## config.mk

```make
export PLATFORM = sky130hd
export DESIGN_NAME = sync_crc_frame_receiver
export DESIGN_NICKNAME = d
export VERILOG_FILES = /design/src/hw/rtl/scfr_pkg.sv /design/src/hw/rtl/scfr_ctrl.sv /design/src/hw/rtl/scfr_dp.sv /design/src/hw/rtl/sync_crc_frame_receiver.sv
export SDC_FILE = /design/constraint.sdc
export NUM_CORES = 1
export LEC_CHECK = 0
export BUFFER_PORTS_ARGS = -buffer_cell sky130_fd_sc_hd__clkbuf_2
export CELL_PAD_IN_SITES_DETAIL_PLACEMENT = 1
export CELL_PAD_IN_SITES_GLOBAL_PLACEMENT = 2
export CORE_ASPECT_RATIO = 1.1
export CORE_MARGIN = 5
export CORE_UTILIZATION = 45
export CTS_CLUSTER_SIZE = 20
export DETAILED_ROUTE_END_ITERATION = 10
export GPL_TIMING_DRIVEN = 0
export HOLD_SLACK_MARGIN = 0.1
export PLACE_DENSITY_LB_ADDON = 0.1
export REMOVE_ABC_BUFFERS = 1
export SLEW_MARGIN = 10
export SYNTH_ARGS = -nofsm -noshare
export SYNTH_HDL_FRONTEND = slang
export SYNTH_SLANG_ARGS = --single-unit
```

## constraint.sdc

```tcl
create_clock -name aclk -period 9 [get_ports aclk]
set_input_delay 0.9 -clock aclk [delete_from_list [all_inputs] [get_ports aclk]]
set_output_delay 0.9 -clock aclk [all_outputs]
set_load 0.005 [all_outputs]
```

## src/hw/rtl/scfr_pkg.sv

```systemverilog
`default_nettype none
// ----------------------------------------------------------------------------
// scfr_pkg
// Shared constants, types and the CRC byte step for the sync/CRC frame
// receiver.
// ----------------------------------------------------------------------------
package scfr_pkg;

    localparam int FRAME_BYTES   = 31;
    localparam int FEATURE_COUNT = 10;

    localparam int ADDR_W     = $clog2(FRAME_BYTES);
    localparam int CNT_W      = $clog2(FRAME_BYTES + 1);
    localparam int FCNT_W     = (FEATURE_COUNT > 1) ? $clog2(FEATURE_COUNT) : 1;
    localparam int FIDX_W     = 4;
    localparam int CFG_IDX_W  = 2;

    // frame layout
    localparam int CRC_LEN    = FRAME_BYTES - 2;
    localparam int STATUS_POS = FRAME_BYTES - 3;
    localparam int CRC_POS    = FRAME_BYTES - 2;
    localparam int FEAT_BASE  = 8;

    localparam logic [15:0] CRC_INIT = 16'hFFFF;
    localparam logic [15:0] CRC_POLY = 16'h1021;

    localparam logic [7:0] SYNC_FIRST_RST  = 8'hAA;
    localparam logic [7:0] SYNC_SECOND_RST = 8'h55;
    localparam logic [7:0] VERSION_RST     = 8'h01;

    typedef enum logic [CFG_IDX_W-1:0] {
        CFG_SYNC_FIRST  = 2'd0,
        CFG_SYNC_SECOND = 2'd1,
        CFG_EXP_VERSION = 2'd2
    } cfg_idx_t;

    // what the datapath does with read data coming back from the buffer
    typedef enum logic [1:0] {
        SW_NONE,
        SW_CRC,
        SW_SCAN,
        SW_COPY
    } sweep_t;

    typedef enum logic [3:0] {
        ST_IDLE,
        ST_CRC,
        ST_CRC_DRAIN,
        ST_DECIDE,
        ST_SCAN,
        ST_SCAN_DRAIN,
        ST_SCAN_END,
        ST_COPY,
        ST_COPY_DRAIN,
        ST_FEAT_LO,
        ST_FEAT_HI,
        ST_FEAT_OUT
    } state_t;

    typedef struct packed {
        logic   take_byte;
        logic   crc_init;
        logic   scan_init;
        logic   copy_init;
        logic   rd_issue;
        sweep_t sweep;
        logic   set_count;
        logic   clr_count;
        logic   feat_init;
        logic   feat_rd_lo;
        logic   feat_rd_hi;
        logic   feat_cap_lo;
        logic   out_load;
    } cmd_t;

    typedef struct packed {
        logic last_byte;
        logic rd_last;
        logic frame_good;
        logic found;
        logic feat_last;
        logic out_busy;
    } stat_t;

    // CRC16-CCITT-FALSE, one byte, MSB first
    function automatic logic [15:0] crc16_byte(input logic [15:0] crc_in,
                                               input logic [7:0]  data);
        logic [15:0] c;
        c = crc_in ^ {data, 8'h00};
        for (int b = 0; b < 8; b++) begin
            c = c[15] ? ({c[14:0], 1'b0} ^ CRC_POLY) : {c[14:0], 1'b0};
        end
        return c;
    endfunction

endpackage
`default_nettype wire

```

## src/hw/rtl/scfr_ctrl.sv

```systemverilog
`default_nettype none
// ----------------------------------------------------------------------------
// scfr_ctrl
// Frame controller: byte collection, CRC sweep, resync scan and copy,
// feature emission.
// ----------------------------------------------------------------------------
module scfr_ctrl
    import scfr_pkg::*;
(
    input  wire logic  aclk,
    input  wire logic  aresetn,
    input  wire logic  s_valid,
    output logic       s_ready,
    input  wire stat_t stat,
    output cmd_t       cmd
);

    state_t state_reg, state_next;

    always_ff @(posedge aclk) begin
        if (!aresetn) begin
            state_reg <= ST_IDLE;
        end else begin
            state_reg <= state_next;
        end
    end

    always_comb begin
        state_next = state_reg;
        unique case (state_reg)
            ST_IDLE: begin
                if (s_valid && stat.last_byte) state_next = ST_CRC;
            end
            ST_CRC: begin
                if (stat.rd_last) state_next = ST_CRC_DRAIN;
            end
            ST_CRC_DRAIN: state_next = ST_DECIDE;
            ST_DECIDE: begin
                state_next = stat.frame_good ? ST_FEAT_LO : ST_SCAN;
            end
            ST_SCAN: begin
                if (stat.rd_last) state_next = ST_SCAN_DRAIN;
            end
            ST_SCAN_DRAIN: state_next = ST_SCAN_END;
            ST_SCAN_END: begin
                state_next = stat.found ? ST_COPY : ST_IDLE;
            end
            ST_COPY: begin
                if (stat.rd_last) state_next = ST_COPY_DRAIN;
            end
            ST_COPY_DRAIN: state_next = ST_IDLE;
            ST_FEAT_LO: state_next = ST_FEAT_HI;
            ST_FEAT_HI: state_next = ST_FEAT_OUT;
            ST_FEAT_OUT: begin
                if (!stat.out_busy) begin
                    state_next = stat.feat_last ? ST_IDLE : ST_FEAT_LO;
                end
            end
            default: state_next = ST_IDLE;
        endcase
    end

    always_comb begin
        cmd     = '0;
        s_ready = 1'b0;
        unique case (state_reg)
            ST_IDLE: begin
                s_ready       = 1'b1;
                cmd.take_byte = s_valid;
                cmd.crc_init  = s_valid && stat.last_byte;
            end
            ST_CRC: begin
                cmd.rd_issue = 1'b1;
                cmd.sweep    = SW_CRC;
            end
            ST_CRC_DRAIN: cmd.sweep = SW_CRC;
            ST_DECIDE: begin
                cmd.feat_init = stat.frame_good;
                cmd.scan_init = !stat.frame_good;
            end
            ST_SCAN: begin
                cmd.rd_issue = 1'b1;
                cmd.sweep    = SW_SCAN;
            end
            ST_SCAN_DRAIN: cmd.sweep = SW_SCAN;
            ST_SCAN_END: begin
                cmd.copy_init = stat.found;
                cmd.clr_count = !stat.found;
            end
            ST_COPY: begin
                cmd.rd_issue = 1'b1;
                cmd.sweep    = SW_COPY;
            end
            ST_COPY_DRAIN: begin
                cmd.sweep     = SW_COPY;
                cmd.set_count = 1'b1;
            end
            ST_FEAT_LO: cmd.feat_rd_lo = 1'b1;
            ST_FEAT_HI: begin
                cmd.feat_rd_hi  = 1'b1;
                cmd.feat_cap_lo = 1'b1;
            end
            ST_FEAT_OUT: begin
                cmd.out_load  = !stat.out_busy;
                cmd.clr_count = !stat.out_busy && stat.feat_last;
            end
            default: ;
        endcase
    end

endmodule
`default_nettype wire

```

## src/hw/rtl/scfr_dp.sv

```systemverilog
`default_nettype none
// ----------------------------------------------------------------------------
// scfr_dp
// Datapath: configuration registers, frame buffer memory, byte counter,
// CRC and header capture, resync scan/copy, output register.
// ----------------------------------------------------------------------------
module scfr_dp
    import scfr_pkg::*;
(
    input  wire logic                   aclk,
    input  wire logic                   aresetn,
    input  wire cmd_t                   cmd,
    output stat_t                       stat,
    input  wire logic [7:0]             s_rx_byte,
    input  wire logic                   cfg_valid,
    input  wire logic [CFG_IDX_W-1:0]   cfg_index,
    input  wire logic [7:0]             cfg_wdata,
    output logic                        m_valid,
    input  wire logic                   m_ready,
    output logic [7:0]                  m_sequence_res,
    output logic [31:0]                 m_tick_ms,
    output logic [7:0]                  m_status_byte,
    output logic [15:0]                 m_crc_value,
    output logic [FIDX_W-1:0]           m_feature_index,
    output logic signed [15:0]          m_feature_value,
    output logic                        m_last_feature
);

    // configuration
    logic [7:0] sync_first_reg, sync_second_reg, version_reg;

    always_ff @(posedge aclk) begin
        if (!aresetn) begin
            sync_first_reg  <= SYNC_FIRST_RST;
            sync_second_reg <= SYNC_SECOND_RST;
            version_reg     <= VERSION_RST;
        end else if (cfg_valid) begin
            unique case (cfg_idx_t'(cfg_index))
                CFG_SYNC_FIRST:  sync_first_reg  <= cfg_wdata;
                CFG_SYNC_SECOND: sync_second_reg <= cfg_wdata;
                CFG_EXP_VERSION: version_reg     <= cfg_wdata;
                default: ;
            endcase
        end
    end

    // frame buffer
    logic [7:0]        frame_mem [FRAME_BYTES];
    logic              mem_wr_en;
    logic [ADDR_W-1:0] mem_wr_addr;
    logic [7:0]        mem_wr_data;
    logic              mem_rd_en;
    logic [ADDR_W-1:0] mem_rd_addr;
    logic [7:0]        rd_data_reg;

    always_ff @(posedge aclk) begin
        if (mem_wr_en) frame_mem[mem_wr_addr] <= mem_wr_data;
        if (mem_rd_en) rd_data_reg <= frame_mem[mem_rd_addr];
    end

    logic [CNT_W-1:0]  byte_count_reg, byte_count_next;
    logic [ADDR_W-1:0] rd_addr_reg;
    logic [ADDR_W-1:0] dly_addr_reg;
    logic              dly_vld_reg;
    logic [ADDR_W-1:0] wr_ptr_reg;
    logic [ADDR_W-1:0] shift_reg;
    logic              found_reg;
    logic              prev_sf_reg;
    logic [15:0]       crc_reg;
    logic [7:0]        hdr_sync0_reg, hdr_sync1_reg, hdr_ver_reg;
    logic [7:0]        seq_reg, status_reg, feat_lo_reg;
    logic [31:0]       tick_reg;
    logic [15:0]       rx_crc_reg;
    logic [FCNT_W-1:0] feat_idx_reg;
    logic [ADDR_W-1:0] feat_addr;

    assign feat_addr = ADDR_W'(FEAT_BASE + 2 * int'(feat_idx_reg));

    // byte intake, copy writes and counter
    always_comb begin
        byte_count_next = byte_count_reg;
        mem_wr_en       = 1'b0;
        mem_wr_addr     = byte_count_reg[ADDR_W-1:0];
        mem_wr_data     = s_rx_byte;
        if (cmd.take_byte) begin
            priority if (byte_count_reg == '0) begin
                if (s_rx_byte == sync_first_reg) begin
                    mem_wr_en       = 1'b1;
                    byte_count_next = CNT_W'(1);
                end
            end else if (byte_count_reg == CNT_W'(1)) begin
                if (s_rx_byte == sync_second_reg) begin
                    mem_wr_en       = 1'b1;
                    byte_count_next = CNT_W'(2);
                end else if (s_rx_byte == sync_first_reg) begin
                    mem_wr_en       = 1'b1;
                    mem_wr_addr     = '0;
                    byte_count_next = CNT_W'(1);
                end else begin
                    byte_count_next = '0;
                end
            end else if (byte_count_reg >= CNT_W'(FRAME_BYTES)) begin
                byte_count_next = '0;
            end else begin
                mem_wr_en       = 1'b1;
                byte_count_next = byte_count_reg + 1'b1;
            end
        end else if (cmd.sweep == SW_COPY && dly_vld_reg) begin
            mem_wr_en   = 1'b1;
            mem_wr_addr = wr_ptr_reg;
            mem_wr_data = rd_data_reg;
        end
        if (cmd.set_count) byte_count_next = CNT_W'(FRAME_BYTES) - CNT_W'(shift_reg);
        if (cmd.clr_count) byte_count_next = '0;
    end

    always_ff @(posedge aclk) begin
        if (!aresetn) begin
            byte_count_reg <= '0;
            dly_vld_reg    <= 1'b0;
        end else begin
            byte_count_reg <= byte_count_next;
            dly_vld_reg    <= cmd.rd_issue;
        end
    end

    always_comb begin
        mem_rd_en   = cmd.rd_issue | cmd.feat_rd_lo | cmd.feat_rd_hi;
        mem_rd_addr = rd_addr_reg;
        if (cmd.feat_rd_lo) mem_rd_addr = feat_addr;
        if (cmd.feat_rd_hi) mem_rd_addr = feat_addr + 1'b1;
    end

    // sweep address, and consumption of the read data in the cycle after its address
    always_ff @(posedge aclk) begin
        dly_addr_reg <= rd_addr_reg;
        if (cmd.crc_init) begin
            rd_addr_reg <= '0;
            crc_reg     <= CRC_INIT;
        end else if (cmd.scan_init) begin
            rd_addr_reg <= ADDR_W'(1);
            found_reg   <= 1'b0;
            prev_sf_reg <= 1'b0;
        end else if (cmd.copy_init) begin
            rd_addr_reg <= shift_reg;
            wr_ptr_reg  <= '0;
        end else if (cmd.rd_issue) begin
            rd_addr_reg <= rd_addr_reg + 1'b1;
        end

        if (dly_vld_reg) begin
            unique case (cmd.sweep)
                SW_CRC: begin
                    if (dly_addr_reg < ADDR_W'(CRC_LEN)) begin
                        crc_reg <= crc16_byte(crc_reg, rd_data_reg);
                    end
                    if (dly_addr_reg == ADDR_W'(0)) hdr_sync0_reg <= rd_data_reg;
                    if (dly_addr_reg == ADDR_W'(1)) hdr_sync1_reg <= rd_data_reg;
                    if (dly_addr_reg == ADDR_W'(2)) hdr_ver_reg   <= rd_data_reg;
                    if (dly_addr_reg == ADDR_W'(3)) seq_reg       <= rd_data_reg;
                    if (dly_addr_reg == ADDR_W'(4)) tick_reg[7:0]   <= rd_data_reg;
                    if (dly_addr_reg == ADDR_W'(5)) tick_reg[15:8]  <= rd_data_reg;
                    if (dly_addr_reg == ADDR_W'(6)) tick_reg[23:16] <= rd_data_reg;
                    if (dly_addr_reg == ADDR_W'(7)) tick_reg[31:24] <= rd_data_reg;
                    if (dly_addr_reg == ADDR_W'(STATUS_POS)) status_reg <= rd_data_reg;
                    if (dly_addr_reg == ADDR_W'(CRC_POS)) rx_crc_reg[7:0] <= rd_data_reg;
                    if (dly_addr_reg == ADDR_W'(CRC_POS + 1)) begin
                        rx_crc_reg[15:8] <= rd_data_reg;
                    end
                end
                SW_SCAN: begin
                    // first sync pair wins; a lone first sync byte at the end is kept
                    if (!found_reg) begin
                        if (prev_sf_reg && rd_data_reg == sync_second_reg) begin
                            found_reg <= 1'b1;
                            shift_reg <= dly_addr_reg - 1'b1;
                        end else if (dly_addr_reg == ADDR_W'(FRAME_BYTES - 1) &&
                                     rd_data_reg == sync_first_reg) begin
                            found_reg <= 1'b1;
                            shift_reg <= dly_addr_reg;
                        end
                    end
                    prev_sf_reg <= (rd_data_reg == sync_first_reg);
                end
                SW_COPY: wr_ptr_reg <= wr_ptr_reg + 1'b1;
                SW_NONE: ;
                default: ;
            endcase
        end

        if (cmd.feat_init) feat_idx_reg <= '0;
        else if (cmd.out_load) feat_idx_reg <= feat_idx_reg + 1'b1;
        if (cmd.feat_cap_lo) feat_lo_reg <= rd_data_reg;
    end

    // output register
    logic m_valid_reg;

    always_ff @(posedge aclk) begin
        if (!aresetn) begin
            m_valid_reg <= 1'b0;
        end else if (cmd.out_load) begin
            m_valid_reg <= 1'b1;
        end else if (m_ready) begin
            m_valid_reg <= 1'b0;
        end
    end

    always_ff @(posedge aclk) begin
        if (cmd.out_load) begin
            m_sequence_res  <= seq_reg;
            m_tick_ms       <= tick_reg;
            m_status_byte   <= status_reg;
            m_crc_value     <= rx_crc_reg;
            m_feature_index <= FIDX_W'(feat_idx_reg);
            m_feature_value <= {rd_data_reg, feat_lo_reg};
            m_last_feature  <= (feat_idx_reg == FCNT_W'(FEATURE_COUNT - 1));
        end
    end

    assign m_valid = m_valid_reg;

    always_comb begin
        stat.last_byte  = (byte_count_reg == CNT_W'(FRAME_BYTES - 1));
        stat.rd_last    = (rd_addr_reg == ADDR_W'(FRAME_BYTES - 1));
        stat.frame_good = (hdr_sync0_reg == sync_first_reg) &&
                          (hdr_sync1_reg == sync_second_reg) &&
                          (hdr_ver_reg == version_reg) &&
                          (rx_crc_reg == crc_reg);
        stat.found      = found_reg;
        stat.feat_last  = (feat_idx_reg == FCNT_W'(FEATURE_COUNT - 1));
        stat.out_busy   = m_valid_reg && !m_ready;
    end

endmodule
`default_nettype wire

```

## src/hw/rtl/sync_crc_frame_receiver.sv

```systemverilog
`default_nettype none
// ----------------------------------------------------------------------------
// sync_crc_frame_receiver
// Sync-word framer with CRC16-CCITT-FALSE check; emits one beat per feature
// of each good frame.
//
//   channel   direction  handshake            payload
//   s_        in         s_valid / s_ready    s_rx_byte
//   m_        out        m_valid / m_ready    header fields, feature index/value
//   cfg_      in         cfg_valid/cfg_ready  cfg_index, cfg_wdata
//
// While hunting and collecting, a byte is taken every cycle.
// The last byte of a frame starts a pass over the buffer's single read port:
// a CRC and header capture sweep, then per feature beat a low read, a high
// read and an output load (held while m_ready stalls), or on a bad frame a
// resync scan and, on a hit, a tail copy. s_ready is low during that pass.
// Reset is synchronous; the buffer needs no clearing, only the count resets.
// ----------------------------------------------------------------------------
module sync_crc_frame_receiver
    import scfr_pkg::*;
(
    input  wire logic                 aclk,
    input  wire logic                 aresetn,
    input  wire logic                 s_valid,
    output logic                      s_ready,
    input  wire logic [7:0]           s_rx_byte,
    output logic                      m_valid,
    input  wire logic                 m_ready,
    output logic [7:0]                m_sequence_res,
    output logic [31:0]               m_tick_ms,
    output logic [7:0]                m_status_byte,
    output logic [15:0]               m_crc_value,
    output logic [FIDX_W-1:0]         m_feature_index,
    output logic signed [15:0]        m_feature_value,
    output logic                      m_last_feature,
    input  wire logic                 cfg_valid,
    output logic                      cfg_ready,
    input  wire logic [CFG_IDX_W-1:0] cfg_index,
    input  wire logic [7:0]           cfg_wdata
);

    cmd_t  cmd;
    stat_t stat;

    assign cfg_ready = 1'b1;

    scfr_ctrl u_ctrl (
        .aclk    (aclk),
        .aresetn (aresetn),
        .s_valid (s_valid),
        .s_ready (s_ready),
        .stat    (stat),
        .cmd     (cmd)
    );

    scfr_dp u_dp (
        .aclk            (aclk),
        .aresetn         (aresetn),
        .cmd             (cmd),
        .stat            (stat),
        .s_rx_byte       (s_rx_byte),
        .cfg_valid       (cfg_valid),
        .cfg_index       (cfg_index),
        .cfg_wdata       (cfg_wdata),
        .m_valid         (m_valid),
        .m_ready         (m_ready),
        .m_sequence_res  (m_sequence_res),
        .m_tick_ms       (m_tick_ms),
        .m_status_byte   (m_status_byte),
        .m_crc_value     (m_crc_value),
        .m_feature_index (m_feature_index),
        .m_feature_value (m_feature_value),
        .m_last_feature  (m_last_feature)
    );

endmodule
`default_nettype wire

```

### Word level (Yosys, flattened, before mapping)

Memory sizes are Yosys's and may differ from the RTL's. A register that Yosys moved wholly into a read port is not among the register bits.
Index checks and enable logic that the tools add are counted.

| word-level totals | value |
|---|---|
| register bits | 258 |
| RAM bits | 248 |
| input bits | 23 |
| logic and storage cells | 231 |
| memories | 1 |

Memories:

| memory | depth | bits a word | read ports | clocked after memory_dff | write ports | RTL line | source |
|---|---|---|---|---|---|---|---|
| u_dp.frame_mem | 31 | 8 | 1 | 1 | 1 | scfr_dp.sv:48 | `logic [7:0] frame_mem [FRAME_BYTES];` |

| operators by class | value |
|---|---|
| add/sub/neg operators | 8 |
| $lt $le $gt $ge | 2 |
| eq/ne operators | 44 |
| mux-type cells | 83 |
| bitwise gates (word level) | 13 |
| reductions and logical operators | 45 |

Operators by type and width:

| cell | count |
|---|---|
| $mux W5 | 24 |
| $mux W13 | 8 |
| $mux W16 | 4 |
| $eq A8 B8 Y1 | 7 |
| $pmux W4 S11 | 1 |
| $reduce_and A3 Y1 | 11 |
| $mux W1 | 32 |
| $mux W4 | 7 |
| $eq A5 B5 Y1 const B | 5 |
| $not A3 Y3 | 8 |
| $add A5 B1 Y5 const B | 4 |
| $eq A4 B4 Y1 const B | 5 |
| $eq A5 B3 Y1 const B | 4 |
| $eq A16 B16 Y1 | 1 |
| $eq A4 B3 Y1 const B | 4 |
| $mux W8 | 2 |
| $xor A16 B16 Y16 | 1 |
| $eq A5 B1 Y1 const B | 2 |
| $eq A5 B2 Y1 const B | 2 |
| $logic_not A5 Y1 | 2 |
| $reduce_or A2 Y1 | 5 |
| $logic_and A1 B1 Y1 | 9 |
| $eq A4 B2 Y1 const B | 2 |
| $ne A2 B2 Y1 const B | 4 |
| 26 further kinds | 41 |

### Logic depth before layout (Yosys ltp)

Gate-level depths: netlist of the first run.

| logic depth | value |
|---|---|
| depth in word-level cells | 20 |
| gate-level depth with buffers | 10 |
| depth with buffers taken out | 9 |

### Cells and area by module

A second synthesis of the first run with hierarchy kept.

| second synthesis, totals | value |
|---|---|
| cell total of the unflattened synthesis | 1339 |
| area, all modules | 20752.4 um2 |

Modules (own cells, without submodules):

| module | instances | cells an instance | area each (um2) | seq. area each (um2) |
|---|---|---|---|---|
| scfr_dp | 1 | 1264 | 20204.4 | 14634.0 |
| scfr_ctrl | 1 | 73 | 536.8 | 80.1 |
| sync_crc_frame_receiver | 1 | 2 | 11.3 | 0.0 |

### Least setup slack after synthesis of the first run

OpenSTA, ideal clock, no wires.

| path | value |
|---|---|
| path kind | in2reg |
| start point | in m_ready |
| end point | reg u_dp.feat_idx_reg[3] |
| library setup time | 141 ps |
| data arrival time | 4170 ps |
| required time | 8859 ps |
| path slack | 4689 ps |
| stages | 6 |
| path through | nand2b_1 -> nor2b_1 -> clkbuf_1 -> nand4_1 -> xor2_1 -> nor2_1 |

RTL lines:

| what | RTL line | source |
|---|---|---|
| start, declared | sync_crc_frame_receiver.sv:28 | `input wire logic m_ready,` |
| end signal, assigned | scfr_dp.sv:192 | `else if (cmd.out_load) feat_idx_reg <= feat_idx_reg + 1'b1;` |
| end, declared | scfr_dp.sv:74 | `logic [FCNT_W-1:0] feat_idx_reg;` |

### Final worst setup path of the first run

| path | value |
|---|---|
| start point | reg u_ctrl.state_reg[1] |
| end point | mem u_dp.frame_mem[27][2] (enable) |

| on the way | value |
|---|---|
| word-level cells in the longest chain between the ends | 9 |
| elaborated cells between the ends (all ways) | 20 |
| those cells by class | eq/ne (7); mux (8); reduce/logical (5) |

RTL lines:

| what | RTL line | source |
|---|---|---|
| start, declared | scfr_ctrl.sv:18 | `state_t state_reg, state_next;` |
| start signal, assigned | scfr_ctrl.sv:24 | `state_reg <= state_next;` |
| $eq A4 B3 Y1 (tied with other cells) | scfr_ctrl.sv:66 | `unique case (state_reg)` |
| $reduce_or A2 Y1 (no line) | - |  |
| $pmux W2 S3 | scfr_ctrl.sv:66 |  |
| $eq A2 B2 Y1 | scfr_dp.sv:108 | `end else if (cmd.sweep == SW_COPY && dly_vld_reg) begin` |
| $logic_and A1 B1 Y1 | scfr_dp.sv:108 |  |
| $mux W1 | scfr_dp.sv:108 |  |
| $mux W1 | scfr_dp.sv:85 | `if (cmd.take_byte) begin` |
| $mux W1 | scfr_dp.sv:57 | `if (mem_wr_en) frame_mem[mem_wr_addr] <= mem_wr_data;` |
| $mux W1 (not written as such) | scfr_dp.sv:57 |  |
| end, declared | scfr_dp.sv:48 |  |

Several ways; a longest one is shown, not always the timed one.

==> results.yml, run 1 <==
placed_design:
  gp_congestion: 0.792
  place_hpwl_mm: 34.4
  port_buffers: 109
  placed_cells: 2065
pwr:
  powerDensity_nw_per_um2: 252
  vdd_ir_drop_max_mv: 0.154
  p_leak_uw: 0.00828
floorplan:
  die_y_um: 235
  start_util: 0.455
  die_width_um: 215
  die-area_um2: 50500
  rows: 82
  ios: 111
  core_um2: 45600
critical_path:
  critPathKind: "register to register"
  reg2reg_to: "u_dp.frame_mem[27][2]"
  rrSetupSlack_ns: 4.19
  critPathMaxFanout: 22
  critical_path_required_ns: 9.21
  arrival_ns: 5.01
  cpPeakStageDelay_ns: 1.10
  end_kind: "register"
  r2r_start: "u_ctrl.state_reg[1]"
  cp_cell_sequence: "nand4b_1, a21boi_2, nand2_1, o21ai_2, a21oi_2, nor3_1"
  ff2ff_path_depth: 6
  slowest_stage: "nor3_1"
  cp-start-kind: "register"
cts:
  cts-buffers-inserted: 53
  cts_max_level: 2
  cts_resized: 0
  post_cts_buffers: 0
  cts_hold_buf: 0
  clk_latency_ns: 0.60
  cts_root_buf: "clkbuf_16"
  clock-sinks: 514
  cts_tree: "done"
  ctsLongestPathBuffers: 3
  clk_pin_slew_ns: 0.06
yosys:
  synthCells: 1428
  synth_edf_count: 442
  synth_top_area_frac: 0.640
  synth_area_leaders: "edfxtp_1, dfxtp_1, a211oi_1"
  synth.avg_cell_area_um2: 14.5
  synth-warning-count: 0
  synth_top_area_cell: "edfxtp_1"
  netlist_area_um2: 20700
  async_flop_share: 0
  seq_area_frac_synth: 0.709
  synth.distinct_cells: 73
  synth-seq-cells: 514
  yosys_most_used_dff: "edfxtp_1"
status:
  outcome: "complete, no violations"
worst_hold_path:
  hold_path_end: "u_dp.m_sequence_res[2]"
  hp-class: "register to register"
  hp-start: "u_dp.seq_reg[2]"
  min_path_cells: 0
sta:
  fin_setup_tns_ns: 0
  fin_crit_sh: 0.534
  slew-limit-headroom: 0.0728
  fmax_mhz: 208
  period_needed_ns: 4.81
  fin_skew_ns: 0.0176
  drv_slew: 0
  rsz0062_at_grt: "false"
  hold_viol_final: 0
  setup_violations: 0
  worst_pin_slew_ns: 1.38
drt:
  dr_total_vias: 12200
  first_pass_iters: 5
  drc: 0
  via_per_inst: 5.65
  wl_per_cell_um: 24.7
  routed_wl_mm: 53.4
  drt_iter0_drc: 803
  antenna_left: 0
global_route:
  grt_usage: 0.209
  grt.overflow.total: 0
  grt_pass1_vias: 13000
  antenna_found_initial: 0
  grt_max_degree: 52
  grt_pass1_wl_mm: 81.3
final_layout:
  synthToLayoutAreaGrowth_pct: 13.9
  drive_gt1_frac: 0.169
  layout_common_cells: "edfxtp_1, nand2_1, clkbuf_2"
  nNetsFinal: 1572
  final_common_cell: "edfxtp_1"
  instances_no_fill: 2164
  antenna_cells: 0
  largest_reg_flops: 248
flow_run:
  drv_cap: 0
## worst max path at each step
stage / start / end / cells after the start
global route: u_ctrl.state_reg[1] / u_dp.frame_mem[15][1] / 6
global placement: u_ctrl.state_reg[1] / u_dp.byte_count_reg[0] / 6
CTS: u_ctrl.state_reg[1] / u_dp.frame_mem[3][2] / 6
floorplan: u_ctrl.state_reg[1] / u_dp.feat_idx_reg[3] / 6
detailed placement: u_ctrl.state_reg[1] / u_dp.frame_mem[3][2] / 6
finish: u_ctrl.state_reg[1] / u_dp.frame_mem[27][2] / 6
## cells by family (layout without fill, tap and decap cells)
logic type,count (synthesis),count (layout),share of synthesized area
AOI/OAI and AO/OA,238,238,0.0843
xor gates and xnor gates,107,107,0.0459
adders and majority gates,16,16,0.00965
buffers and inverters,82,230,0.0201
DFF,514,514,0.709
muxes,36,36,0.0222
other,1,1,0.000181
and+or+nand+nor,434,434,0.108
## worst max-delay path, delay by kind of cell, from the launching register on
family           cells  cell delay [ns]
AO/OA/AOI/OAI        3             1.92
AND/OR/NAND/NOR      3             1.66
flip-flops           1             0.81
## layout make-up
type	instances	area [um2]
clock buffers	67	1410
clock inverters	31	267
fillers	4422	21900
inverters	14	52.6
multi-input cells	832	5740
flip-flops and latches	514	14700
well taps	588	736
repair buffers	118	718
## power by group
| part | internal [uW] | leakage (uW) | switching (uW) |
|---|---|---|---|
| combinational | 385 | 0.00287 | 659 |
| sequential | 2660 | 0.00457 | 125 |
| clock | 1220 | 0.000836 | 908 |
## routing by layer
metal | wire (um) | vias up | track usage
li1 | - | 5655 | -
met1 | 22500 | 6255 | 0.269
met2 | 27500 | 247 | 0.373
met3 | 2100 | 67 | 0.0328
met4 | 1190 | 0 | 0.0502
met5 | 0 | - | 0
## through the flow
step	util	instance area (um2)	total power (uW)	setup WS, ns	hold slack, ns
floorplan	-	20400	3460	3.11	0.397
global placement	0.476	21700	3830	0.960	0.401
detailed placement	0.480	21900	3880	4.13	0.406
CTS	0.517	23500	6020	4.11	0.415
global route	0.519	23600	6210	3.85	0.424
finish	0.519	23600	5960	4.19	0.416
## cells in the mapped netlist (3+ instances only)
cell type	count
a21o_1	5
a21boi_0	5
buf_2	16
nand3_1	33
nand3b_1	6
nand2b_1	3
nor3_1	46
o21bai_1	32
and2_1	17
o22a_1	17
a32oi_1	8
a31o_2	3
xor2_1	65
a21oi_1	15
nor2_1	33
o31ai_1	3
o22ai_1	3
nor2b_1	17
a31oi_1	23
xnor2_1	40
nor4_1	17
edfxtp_1	442
a211oi_1	76
and3_1	67
buf_6	7
or2_2	3
inv_1	14
a22o_1	3
nand2_1	146
clkbuf_1	34
ha_1	16
dfxtp_1	72
mux2i_1	28
buf_4	10
nand4_1	22
o21ai_0	27
nand2_2	6
mux4_2	8
(Power assumes the default switching activity.)
==> run 2, diff against run 1 <==
CORE_UTILIZATION = 44   (was 45)
clock period = 4.75 ns   (was 9 ns; I/O delays follow)
==> results.yml, run 2 (same netlist as run 1, synthesis figures left out) <==
cts:
  clock-sinks: 514
  cts-buffers-inserted: 54
  clk_pin_slew_ns: 0.06
  cts_hold_buf: 0
  post_cts_buffers: 0
  cts_tree: "done"
  cts_resized: 1
  clk_latency_ns: 0.61
  cts_root_buf: "clkbuf_16"
  ctsLongestPathBuffers: 3
  cts_max_level: 2
sta:
  slew-limit-headroom: 0.161
  setup_violations: 0
  fmax_mhz: 227
  fin_crit_sh: 0.927
  fin_skew_ns: 0.0262
  hold_viol_final: 0
  drv_slew: 0
  period_needed_ns: 4.40
  rsz0062_at_grt: "false"
  worst_pin_slew_ns: 1.26
global_route:
  grt_usage: 0.203
  grt_max_degree: 55
  grt.overflow.total: 0
  antenna_found_initial: 0
  grt_pass1_vias: 12800
  grt_pass1_wl_mm: 79.9
final_layout:
  largest_reg_flops: 248
  final_common_cell: "edfxtp_1"
  fillers: 4495
  drive_gt1_frac: 0.168
  final_area_um2: 23700
  layout_common_cells: "edfxtp_1, nand2_1, clkbuf_2"
  nNetsFinal: 1574
  synthToLayoutAreaGrowth_pct: 14.2
  antenna_cells: 0
placed_design:
  gp_congestion: 0.776
  port_buffers: 109
  place_hpwl_mm: 34.5
  post_dp_cell_area_um2: 21900
drt:
  dr_total_vias: 12000
  drt_iter0_drc: 741
  via_per_inst: 5.55
  wl_per_cell_um: 24.5
  routed_wl_mm: 53.0
  first_pass_iters: 5
  antenna_left: 0
  drc: 0
flow_run:
  drv_cap: 0
critical_path:
  critPathKind: "register to register"
  critPathMaxFanout: 22
  reg2reg_to: "u_dp.frame_mem[13][6]"
  critical_path_required_ns: 4.97
  arrival_ns: 4.62
  rrSetupSlack_ns: 0.35
  ff2ff_path_depth: 6
  end_kind: "register"
  cp-start-kind: "register"
  r2r_start: "u_ctrl.state_reg[1]"
floorplan:
  core_um2: 46600
  ios: 111
  die_y_um: 238
  rows: 83
  start_util: 0.445
  die-area_um2: 51600
  die_width_um: 217
pwr:
  fin_total_pwr_uw: 11200
  p_leak_uw: 0.00826
  powerDensity_nw_per_um2: 474
  vdd_ir_drop_max_mv: 0.351
worst_hold_path:
  min_path_cells: 3
  hp-class: "primary input to register"
  hp-start: "cfg_wdata[0]"
  hold_path_end: "u_dp.sync_second_reg[0]"
status:
  outcome: "complete, no violations"
## run 2: cell count changes in the layout (fill, tap and decap cells not counted), moves of 2 or more
cell	delta
nor3_2	+8
clkinv_2	-10
clkinv_1	+9
clkbuf_8	-3
nor3_1	-8
inv_6	-2
clkbuf_16	+2
## run 2: power breakdown
part | total, uW | switching (uW) | internal (uW)
Clock | 3990 | 1670 | 2320
Sequential | 5280 | 236 | 5040
Combinational | 1970 | 1240 | 730
## run 2: layout make-up
cell class	count	area, um2	share of cell area
sequential	514	14700	0.621
multi-input combinational	832	5800	0.245
clock buffer	67	1420	0.0600
tap	595	744	0.0314
timing repair buffer	119	718	0.0303
clock inverter	28	233	0.00982
inverter	14	52.6	0.00222
## run 2: per-stage QoR
step	utilization	instances	hold WS, ns	setup TNS, ns	setup WS [ns]
after global routing	0.508	2169	0.152	0	0.0673
after detailed placement	0.469	2073	0.406	-2.01	-0.0746
after CTS	0.505	2168	0.127	-2.32	-0.0822
after global placement	0.465	2064	0.401	-262.15	-3.16
after floorplan	-	1360	0.397	-82.32	-1.14
final	0.508	2169	0.151	0	0.347
## run 2: worst max-delay path by stage
stage          slack (ns)  depth (start not counted)                     end                 from
6_report             0.35                          6   u_dp.frame_mem[13][6]  u_ctrl.state_reg[1]
5_1_grt              0.07                          6    u_dp.frame_mem[5][3]  u_ctrl.state_reg[1]
3_3_place_gp        -3.16                          6  u_dp.byte_count_reg[0]  u_ctrl.state_reg[1]
2_1_floorplan       -1.14                          6    u_dp.feat_idx_reg[3]  u_ctrl.state_reg[1]
4_1_cts             -0.08                          6   u_dp.frame_mem[21][7]  u_ctrl.state_reg[1]
3_5_place_dp        -0.07                          6   u_dp.frame_mem[21][0]  u_ctrl.state_reg[1]
## run 2: routing by layer
metal  routed length, um  GRT usage  vias to the layer above
met5                   0          0                        -
met4                1400     0.0678                        0
met3                1810     0.0279                       85
met2               27200      0.361                      208
met1               22700      0.258                     6104
li1                    -          -                     5643
## run 2: critical path, cell delays in order, from the launching register on
cell      delay, ns
dfxtp_1        0.81
nand4b_1       0.46
a21boi_4       0.64
nand2_1        0.14
o21ai_2        0.50
a21oi_4        0.45
nor3_1         1.00
==> run 3, diff against run 2 <==
CORE_UTILIZATION = 40   (was 44)
clock period = 3.95 ns   (was 4.75 ns; I/O delays follow)
==> results.yml, run 3 (same netlist as run 1, synthesis figures left out) <==
pwr:
  fin_total_pwr_uw: 13600
  p_leak_uw: 0.00836
  powerDensity_nw_per_um2: 565
  vdd_ir_drop_max_mv: 0.356
drt:
  drc: 0
  first_pass_iters: 4
  drt_iter0_drc: 680
  wl_per_cell_um: 23.9
  antenna_left: 0
  dr_total_vias: 12100
  routed_wl_mm: 54.0
  via_per_inst: 5.38
sta:
  whs_ns: 0.195
  fin_setup_tns_ns: 0
  hold_viol_final: 0
  fin_skew_ns: 0.0301
  setup_violations: 0
  slew-limit-headroom: 0.162
  fmax_mhz: 269
  period_needed_ns: 3.72
  worst_pin_slew_ns: 1.25
  fin_crit_sh: 0.941
  drv_slew: 0
placed_design:
  placed_cells: 2146
  port_buffers: 109
  place_hpwl_mm: 35.0
  post_dp_cell_area_um2: 22000
  gp_congestion: 0.781
floorplan:
  die_width_um: 227
  ios: 111
  die-area_um2: 56500
  die_y_um: 249
  rows: 87
  start_util: 0.405
  core_um2: 51300
final_layout:
  largest_reg_flops: 248
  antenna_cells: 0
  nNetsFinal: 1590
  final_area_um2: 24000
  synthToLayoutAreaGrowth_pct: 15.8
  drive_gt1_frac: 0.184
  instances_no_fill: 2259
  layout_common_cells: "edfxtp_1, nand2_1, clkbuf_2"
  final_common_cell: "edfxtp_1"
critical_path:
  cp-start-kind: "register"
  cpPeakStageDelay_ns: 1.03
  slowest_stage: "nor3_1"
  worstPathBufferInverterCount: 0
  arrival_ns: 3.94
  critPathKind: "register to register"
  cp_top_family: "simple AND/OR/NAND/NOR gates"
  critical_path_required_ns: 4.17
  critPathMaxFanout: 21
  cp_cell_sequence: "nand4b_1, a21bo_2, o22a_1, nor3_1"
  end_kind: "register"
flow_run:
  drv_cap: 0
cts:
  ctsLongestPathBuffers: 3
  clk_pin_slew_ns: 0.06
  cts-buffers-inserted: 53
  cts_root_buf: "clkbuf_16"
  cts_tree: "done"
  cts_max_level: 2
  clock-sinks: 514
  clk_latency_ns: 0.61
worst_hold_path:
  hp-class: "primary input to register"
status:
  outcome: "complete, no violations"
global_route:
  grt.overflow.total: 0
  grt_pass1_wl_mm: 81.0
  grt_pass1_vias: 12700
  grt_usage: 0.187
  grt_max_degree: 51
  antenna_found_initial: 0
[run 3: layout make-up]
| cell class | count | area [um2] |
|---|---|---|
| clock buffer | 64 | 1370 |
| clock inverter | 32 | 298 |
| fill | 5038 | 27200 |
| inverter | 14 | 52.6 |
| multi-input combinational | 834 | 5890 |
| sequential | 514 | 14700 |
| tap | 667 | 835 |
| timing repair buffer | 134 | 868 |
[run 3: path summary, 6_finish.rpt]
kind	cells after the start	slack [ns]	from	to
max reg2reg	4	0.23	u_ctrl.state_reg[0]	u_dp.frame_mem[20][0]
min	3	0.19	m_ready	u_dp.m_valid
max	4	0.23	u_ctrl.state_reg[0]	u_dp.frame_mem[20][0]
min reg2reg	0	0.42	u_dp.feat_lo_reg[3]	u_dp.m_feature_value[3]
[run 3: worst register-to-register path: stages (launching register included)]
cell and delay, ns:
dfxtp_1 0.72, nand4b_1 0.46, a21bo_2 0.48, o22a_1 0.65
nor3_1 1.05
[run 3: repair_timing]
action | 4_1_cts | 5_1_grt
hold buffers | 8 | 0
endpoints found under the hold margin | 21 | 0
pin swaps | 2 | 3
buffers inserted | 1 | 6
gates cloned | 1 | 1
resized for setup | 24 | 3
setup endpoints to repair | 245 | 173
[run 3: stage by stage]
step | setup WS, ns | util
global route | -0.000559 | 0.469
global placement | -4.46 | 0.424
finish | 0.234 | 0.469
detailed placement | -0.993 | 0.430
floorplan | -1.94 | -
CTS | 0.0204 | 0.467
[run 3: power breakdown]
group          internal [uW]  leakage [uW]  switching [uW]
Clock                   2740      0.000814            2060
Sequential              6060       0.00457             291
Combinational            923       0.00298            1510
[run 3: metal layers]
layer | vias to the layer above | global-route usage | part of all wire
li1 | 5700 | - | -
met1 | 6193 | 0.247 | 0.44
met2 | 196 | 0.328 | 0.51
met3 | 56 | 0.0295 | 0.036
met4 | 0 | 0.0388 | 0.018
met5 | - | 0 | 0
